==> src/hw/rtl/rwd_pkg.sv <==
// Package for the reaction wheel step block: register indexes, sequencer states,
// divider request and response types, constants and sat32. No dependencies.
`timescale 1ns / 1ps
package rwd_pkg;

    localparam int CFG_IDX_W = 3;
    localparam int CFG_DATA_W = 32;
    localparam int DIV_W = 64;

    localparam logic [CFG_IDX_W-1:0] REG_INERTIA = 3'd0;
    localparam logic [CFG_IDX_W-1:0] REG_MAX_TORQUE = 3'd1;
    localparam logic [CFG_IDX_W-1:0] REG_MAX_SPEED = 3'd2;
    localparam logic [CFG_IDX_W-1:0] REG_DRY = 3'd3;
    localparam logic [CFG_IDX_W-1:0] REG_VISCOUS = 3'd4;
    localparam logic [CFG_IDX_W-1:0] REG_AERO = 3'd5;
    localparam logic [CFG_IDX_W-1:0] REG_GAIN = 3'd6;
    localparam logic [CFG_IDX_W-1:0] REG_QUANTUM = 3'd7;

    localparam logic [1:0] FAULT_NONE = 2'd0;
    localparam logic [1:0] FAULT_OFF = 2'd1;
    localparam logic [1:0] FAULT_POS = 2'd2;
    localparam logic [1:0] FAULT_NEG = 2'd3;

    typedef enum logic [4:0] {
        ST_IDLE,
        ST_FRIC_A,
        ST_FRIC_B,
        ST_FRIC_C,
        ST_FRIC_D,
        ST_DRIVE,
        ST_PGAIN,
        ST_IDEAL_DIV,
        ST_IDEAL_WAIT,
        ST_IDEAL_FIN,
        ST_CLAMP,
        ST_QDIV,
        ST_QWAIT,
        ST_QMUL,
        ST_NET,
        ST_DW_MUL,
        ST_DW_DIV,
        ST_DW_WAIT,
        ST_SPD_CLAMP,
        ST_RX_DIV,
        ST_RX_WAIT,
        ST_RX_FIN,
        ST_MOM,
        ST_OUT
    } state_t;

    typedef struct packed {
        logic             start;
        logic [DIV_W-1:0] num;
        logic [DIV_W-1:0] den;
    } div_req_t;

    typedef struct packed {
        logic             busy;
        logic             done;
        logic [DIV_W-1:0] quo;
        logic [DIV_W-1:0] rem;
    } div_rsp_t;

    function automatic logic signed [65:0] sat32(input logic signed [65:0] v);
        logic signed [65:0] r;
        if (v > 66'sd2147483647)
            r = 66'sd2147483647;
        else if (v < -66'sd2147483648)
            r = -66'sd2147483648;
        else
            r = v;
        return r;
    endfunction

endpackage

==> src/hw/rtl/rwd_div.sv <==
// Restoring radix-2 divider, one quotient bit per cycle, shared by all divisions.
// Depends on rwd_pkg.
`timescale 1ns / 1ps
module rwd_div
(
    input  logic              clk,
    input  logic              rst_n,
    input  rwd_pkg::div_req_t req,
    output rwd_pkg::div_rsp_t rsp
);
    localparam int W = rwd_pkg::DIV_W;
    localparam int CW = $clog2(W + 1);

    logic [W-1:0]  quo_reg, quo_next;
    logic [W:0]    rem_reg, rem_next;
    logic [W-1:0]  den_reg, den_next;
    logic [CW-1:0] cnt_reg, cnt_next;
    logic          busy_reg, busy_next;
    logic          done_reg, done_next;
    logic [W:0]    trial;

    always_comb
    begin
        quo_next = quo_reg;
        rem_next = rem_reg;
        den_next = den_reg;
        cnt_next = cnt_reg;
        busy_next = busy_reg;
        done_next = 1'b0;
        trial = '0;
        if (req.start)
        begin
            quo_next = req.num;
            rem_next = '0;
            den_next = req.den;
            cnt_next = CW'(W);
            busy_next = 1'b1;
        end
        else if (busy_reg)
        begin
            trial = {rem_reg[W-1:0], quo_reg[W-1]};
            if (trial >= {1'b0, den_reg})
            begin
                rem_next = trial - {1'b0, den_reg};
                quo_next = {quo_reg[W-2:0], 1'b1};
            end
            else
            begin
                rem_next = trial;
                quo_next = {quo_reg[W-2:0], 1'b0};
            end
            cnt_next = cnt_reg - 1'b1;
            if (cnt_reg == CW'(1))
            begin
                busy_next = 1'b0;
                done_next = 1'b1;
            end
        end
    end

    always_ff @(posedge clk or negedge rst_n)
    begin
        if (!rst_n)
        begin
            busy_reg <= 1'b0;
            done_reg <= 1'b0;
            cnt_reg <= '0;
        end
        else
        begin
            busy_reg <= busy_next;
            done_reg <= done_next;
            cnt_reg <= cnt_next;
        end
    end

    always_ff @(posedge clk)
    begin
        quo_reg <= quo_next;
        rem_reg <= rem_next;
        den_reg <= den_next;
    end

    assign rsp.busy = busy_reg;
    assign rsp.done = done_reg;
    assign rsp.quo = quo_reg;
    assign rsp.rem = rem_reg[W-1:0];

    a_done_after_busy: assert property (@(posedge clk) disable iff (!rst_n)
        rsp.done |-> $past(busy_reg)) else $error("divider done without busy");
    a_no_restart: assert property (@(posedge clk) disable iff (!rst_n)
        busy_reg && !req.start |=> busy_reg || done_reg)
        else $error("divider dropped busy without done");
endmodule

==> config.mk <==
export PLATFORM = sky130hd
export DESIGN_NAME = rwd_div
export DESIGN_NICKNAME = d
export VERILOG_FILES = /design/src/hw/rtl/rwd_pkg.sv /design/src/hw/rtl/rwd_div.sv
export SDC_FILE = /design/constraint.sdc
export NUM_CORES = 1
export LEC_CHECK = 0
export ABC_AREA = 1
export BUFFER_PORTS_ARGS = -buffer_cell sky130_fd_sc_hd__buf_2
export CAP_MARGIN = 20
export CORE_AREA = 3 3 182 184
export DETAILED_ROUTE_END_ITERATION = 16
export DIE_AREA = 0 0 185 187
export PLACE_DENSITY_LB_ADDON = 0.3
export SLEW_MARGIN = 20
export SYNTH_ARGS = -nofsm -noshare
export SYNTH_HDL_FRONTEND = slang
export SYNTH_SLANG_ARGS = --single-unit
==> constraint.sdc <==
create_clock -name clk -period 4 [get_ports clk]
set_clock_uncertainty 0.05 [all_clocks]
set_input_delay 0 -clock clk [delete_from_list [all_inputs] [get_ports clk]]
set_output_delay 0 -clock clk [all_outputs]
set_load 0.02 [all_outputs]
# Word-level counts from Yosys, hierarchy flattened
# Index checks and enable logic that the tools add are counted.
word_totals:
  regBits: 201
  output_inout_bits: 130
  wordCells: 23
classes:
  add_sub_neg: 2
  order_cmp: 1
  eq_ne: 1
  n_mux: 12
  reduce_logical: 1
op_table:
  columns: ["cell", "count"]
  rows:
  - ["2-to-1 mux 64 bit", 3]
  - ["greater-or-equal comparator 65 x 64 -> 1 bit", 1]
  - ["subtractor 64 bit", 1]
  - ["2-to-1 mux 7 bit", 2]
  - ["equality test 7 x 1 -> 1 bit (second input constant)", 1]
  - ["2-to-1 mux 1 bit", 7]
  - ["subtractor 7 x 1 -> 7 bit (second input constant)", 1]
  - ["nonzero test 2 bit", 1]

# Logic depth before layout (Yosys ltp)
depth:
  depth_word: 4
  mapped_depth: 19

# Least setup slack after synthesis
# Ideal clock, no wire load.
synth_path:
  path_type: "register -> register"
  startpoint: "register busy_reg"
  endpoint: "register quo_reg[0], enable pin"
  setup_time_ns: 0.419
  arrival_ns: 1.929
  t_required_ns: 3.531
  slack_ns: 1.602
  stages_incl_launch_ff: 4
  path_buffers: 1
  period_less_slack_ns: 2.398
  path_cell_list: "dfrtp_1 > nor2_1 > clkbuf_1 > inv_1"
synth_between:
  elab_chain_cells: 1
synth_rtl:
  columns: ["element", "line_no", "rtl"]
  rows:
  - ["from (decl)", "rwd_div.sv:18", "logic busy_reg, busy_next;"]
  - ["from (signal assigned)", "rwd_div.sv:71", "busy_reg <= busy_next;"]
  - ["nonzero test 2 bit (no source line)", null, null]
  - ["to (signal assigned)", "rwd_div.sv:79", "quo_reg <= quo_next;"]
  - ["to (decl)", "rwd_div.sv:14", "logic [W-1:0] quo_reg, quo_next;"]
# Every way passes these cells.
# A chain may end at the register's enable or synchronous reset.

# Worst setup path in the final report
layout_path:
  startpoint: "register den_reg[12]"
  endpoint: "register rem_reg[47]"
layout_between:
  elab_chain_cells: 2
  word_cells_on_any_way: 3
  classes_between: "1 x add/sub; 1 x order compare; 1 x mux"
layout_rtl:
  columns: ["element", "line_no", "rtl"]
  rows:
  - ["from (decl)", "rwd_div.sv:16", "logic [W-1:0] den_reg, den_next;"]
  - ["from (signal assigned)", "rwd_div.sv:81", "den_reg <= den_next;"]
  - ["subtractor 64 bit or greater-or-equal comparator 65 x 64 -> 1 bit (tied branches)", "rwd_div.sv:44, rwd_div.sv:42", null]
  - ["2-to-1 mux 64 bit *", "rwd_div.sv:42", "if (trial >= {1'b0, den_reg})"]
  - ["to (signal assigned)", "rwd_div.sv:80", "rem_reg <= rem_next;"]
  - ["to (decl)", "rwd_div.sv:15", "logic [W:0] rem_reg, rem_next;"]
# Mark *: on every way between the ends. The rest lies on a longest branch, timed or not.

==> flow_summary.json <==
{
  "cts_resized": 0,
  "clk_pin_slew_ns": 0.06,
  "yosysMostFrequentCell": "nand2_1",
  "required_ns": 4.39,
  "fin_crit_ns": 3.18,
  "powerDensity_nw_per_um2": 314,
  "hpwl_mm": 36.5,
  "dieArea_um2": 34600,
  "overflow": 0,
  "switchingPower_mw": 1.52,
  "finalHoldViolCount": 0,
  "p_int_mw": 4.13,
  "hold_start": "req[6]",
  "initial_utilization": 0.450,
  "p_leak_nw": 10.1,
  "final.setup.worst_slack_ns": 0.816,
  "critPathKind": "reg -> reg",
  "clock.fmax_ghz": 0.314,
  "io_pins": 261,
  "utilization": 0.571,
  "final.setup.tns_ns": 0,
  "final_cell_count_no_fill": 2916,
  "ant_nets": 0,
  "holdPathStages": 2,
  "netlist_top_cells_area": "edfxtp_1 27%, nand2_1 25%, inv_1 9.2%",
  "dpl-instance-area_um2": 15800,
  "grt_pass1_vias": 14200,
  "gp_congestion": 0.975,
  "netlist_area_um2": 14200,
  "cts_tree": "done",
  "synth_seq_cells": 201,
  "chipWidth_um": 185,
  "fill_cells": 2992,
  "port_buffers": 260,
  "cts_sinks": 201,
  "report.final.slew_viol_count": 0,
  "h-tree-depth": 1,
  "drtIter0Drc": 1156,
  "netlist.area_leader.share": 0.271,
  "power_mw": 5.65,
  "crit_arrival_ns": 3.57,
  "holdWs_ns": 0.111,
  "startpoint": "den_reg[12]$_DFFE_PP_",
  "finalNetCount": 2695,
  "clk_latency_ns": 0.54,
  "ys_async_sr_fraction": 0.0448,
  "yosysSeqAreaShare": 0.377,
  "synth_edf_count": 128,
  "setup_viol": 0,
  "wl_mm": 49.2,
  "end_kind": "flop",
  "startpoint_type": "flop",
  "vias": 14600,
  "grt_antenna_before_repair": 0,
  "grt_max_degree": 72,
  "diodes": 0,
  "vdd_drop_max_mv": 0.319,
  "via_per_inst": 5.00,
  "combPwrFrac": 0.155,
  "cap_violations": 0,
  "syn-num-nets": 2317,
  "worstRegToRegCells": 16,
  "cts_root_buf": "clkbuf_16",
  "rsz0062_at_grt": "false",
  "ys.warnings.count": 0,
  "clock_path_buffers": 3,
  "netlist-cell-type-count": 38,
  "fin_area_um2": 18000,
  "dr.pass1.iters": 5,
  "synth_top_area_cell": "edfxtp_1",
  "synthCells": 2119,
  "wl_per_cell_um": 16.9,
  "clock_power_share": 0.413,
  "synth.avg_cell_area_um2": 6.69,
  "cts_buffers": 24,
  "r2r-end": "rem_reg[47]$_SDFFE_PP0P_",
  "worstHoldPathType": "in -> reg",
  "drcViolationCount": 0,
  "worstHoldEndpoint": "den_reg[6]$_DFFE_PP_",
  "crit_fanout": 36,
  "synthFlopType": "edfxtp_1",
  "coreArea_um2": 31600,
  "power_frac_seq": 0.433,
  "relSlewSlack": 0.374,
  "worstReg2RegStart": "den_reg[12]$_DFFE_PP_",
  "dpl_worst_slack_ns": 0.881,
  "p_sw_frac": 0.270,
  "drive_gt1_frac": 0.149,
  "die_h_um": 187,
  "dp.cells": 2739,
  "worst_pin_slew_ns": 0.939,
  "status": "finished, final reports clean",
  "area_delta_synth_final_pct": 26.9,
  "rrSetupSlack_ns": 0.82,
  "fin_crit_sh": 0.796,
  "grt_pass1_wl_mm": 77.1,
  "grt_util_all_layers": 0.279,
  "ys_top_cells_by_count": "942 x nand2_1, 349 x inv_1, 128 x edfxtp_1, 120 x nor2_1, 113 x nand3_1",
  "rows": 65
}
## layout make-up
cell class	count	area [um2]	share of cell area
Tap cell	402	503	0.0279
Clock buffer	29	649	0.0361
Multi-Input combinational cell	1494	7180	0.399
Inverter	373	1400	0.0777
Sequential cell	201	5350	0.297
Clock inverter	14	201	0.0112
Timing Repair Buffer	403	2730	0.151
## power by group through the flow
stage               sequential (mW)  clock [mW]  combinational [mW]
finish                         2.44        2.33               0.873
CTS                            2.44        2.39               0.856
detailed placement             2.48           0               0.753
global placement               2.48           0               0.743
floorplan                      2.56           0               0.384
global route                   2.46        2.46               0.959
## cell usage in the layout, fill, tap and decap left out, drive strengths merged, types with 4 or more instances in the layout
master	synthesis	layout
nand2	951	951
inv	372	372
buf	24	269
nor2	135	135
dlygate4sd3	0	134
edfxtp	128	128
nand3	115	115
nand3b	79	79
ha	66	66
dfxtp	64	64
a21oi	53	53
xnor2	37	37
clkbuf	27	29
o21ai	22	22
nor3	10	10
clkinv	1	10
dfrtp	9	9
nand4	8	8
o21bai	5	5
bufinv	0	4
## worst max-delay path: stages, from the launching register on
cell	delay (ns)
edfxtp_1	0.35
inv_1	0.07
ha_1	0.27
nand2_1	0.14
inv_1	0.05
a21oi_1	0.27
nor2_1	0.09
nor2_1	0.12
nand2_2	0.12
nand2_1	0.09
nand2_2	0.08
nand3b_4	0.09
buf_4	0.38
buf_4	0.51
nand3b_1	0.16
nand3_1	0.13
nand2_1	0.05
## worst max path at each step
stage,cells past startpoint,to
after detailed placement,16,rem_reg[56]$_SDFFE_PP0P_
after CTS,16,rem_reg[47]$_SDFFE_PP0P_
final,16,rem_reg[47]$_SDFFE_PP0P_
after global routing,16,rem_reg[45]$_SDFFE_PP0P_
after floorplan,3,quo_reg[0]$_DFFE_PP_
after global placement,16,rem_reg[32]$_SDFFE_PP0P_
## cell families after synthesis
kind of cell / after synthesis / synth area share
simple gates: 1304 / 0.390
buf+inv: 424 / 0.118
flops: 201 / 0.377
compound gates: 84 / 0.0313
fa+ha+maj: 67 / 0.0596
xor+xnor: 39 / 0.0241
## metal layers
metal | routed length [um] | vias to the layer above | global-route usage
li1 | - | 7251 | -
met1 | 21700 | 6613 | 0.383
met2 | 22000 | 642 | 0.455
met3 | 4260 | 81 | 0.0554
met4 | 1210 | 0 | 0.0615
met5 | 0 | - | 0
## timing repair
| item | in CTS | in global routing |
|---|---|---|
| hold buffers | 134 | 0 |
| endpoints found under the setup margin | 0 | 0 |
| buffers inserted | 0 | 0 |
| endpoints found under the hold margin | 152 | 0 |
Power figures use the tool's default switching activity.
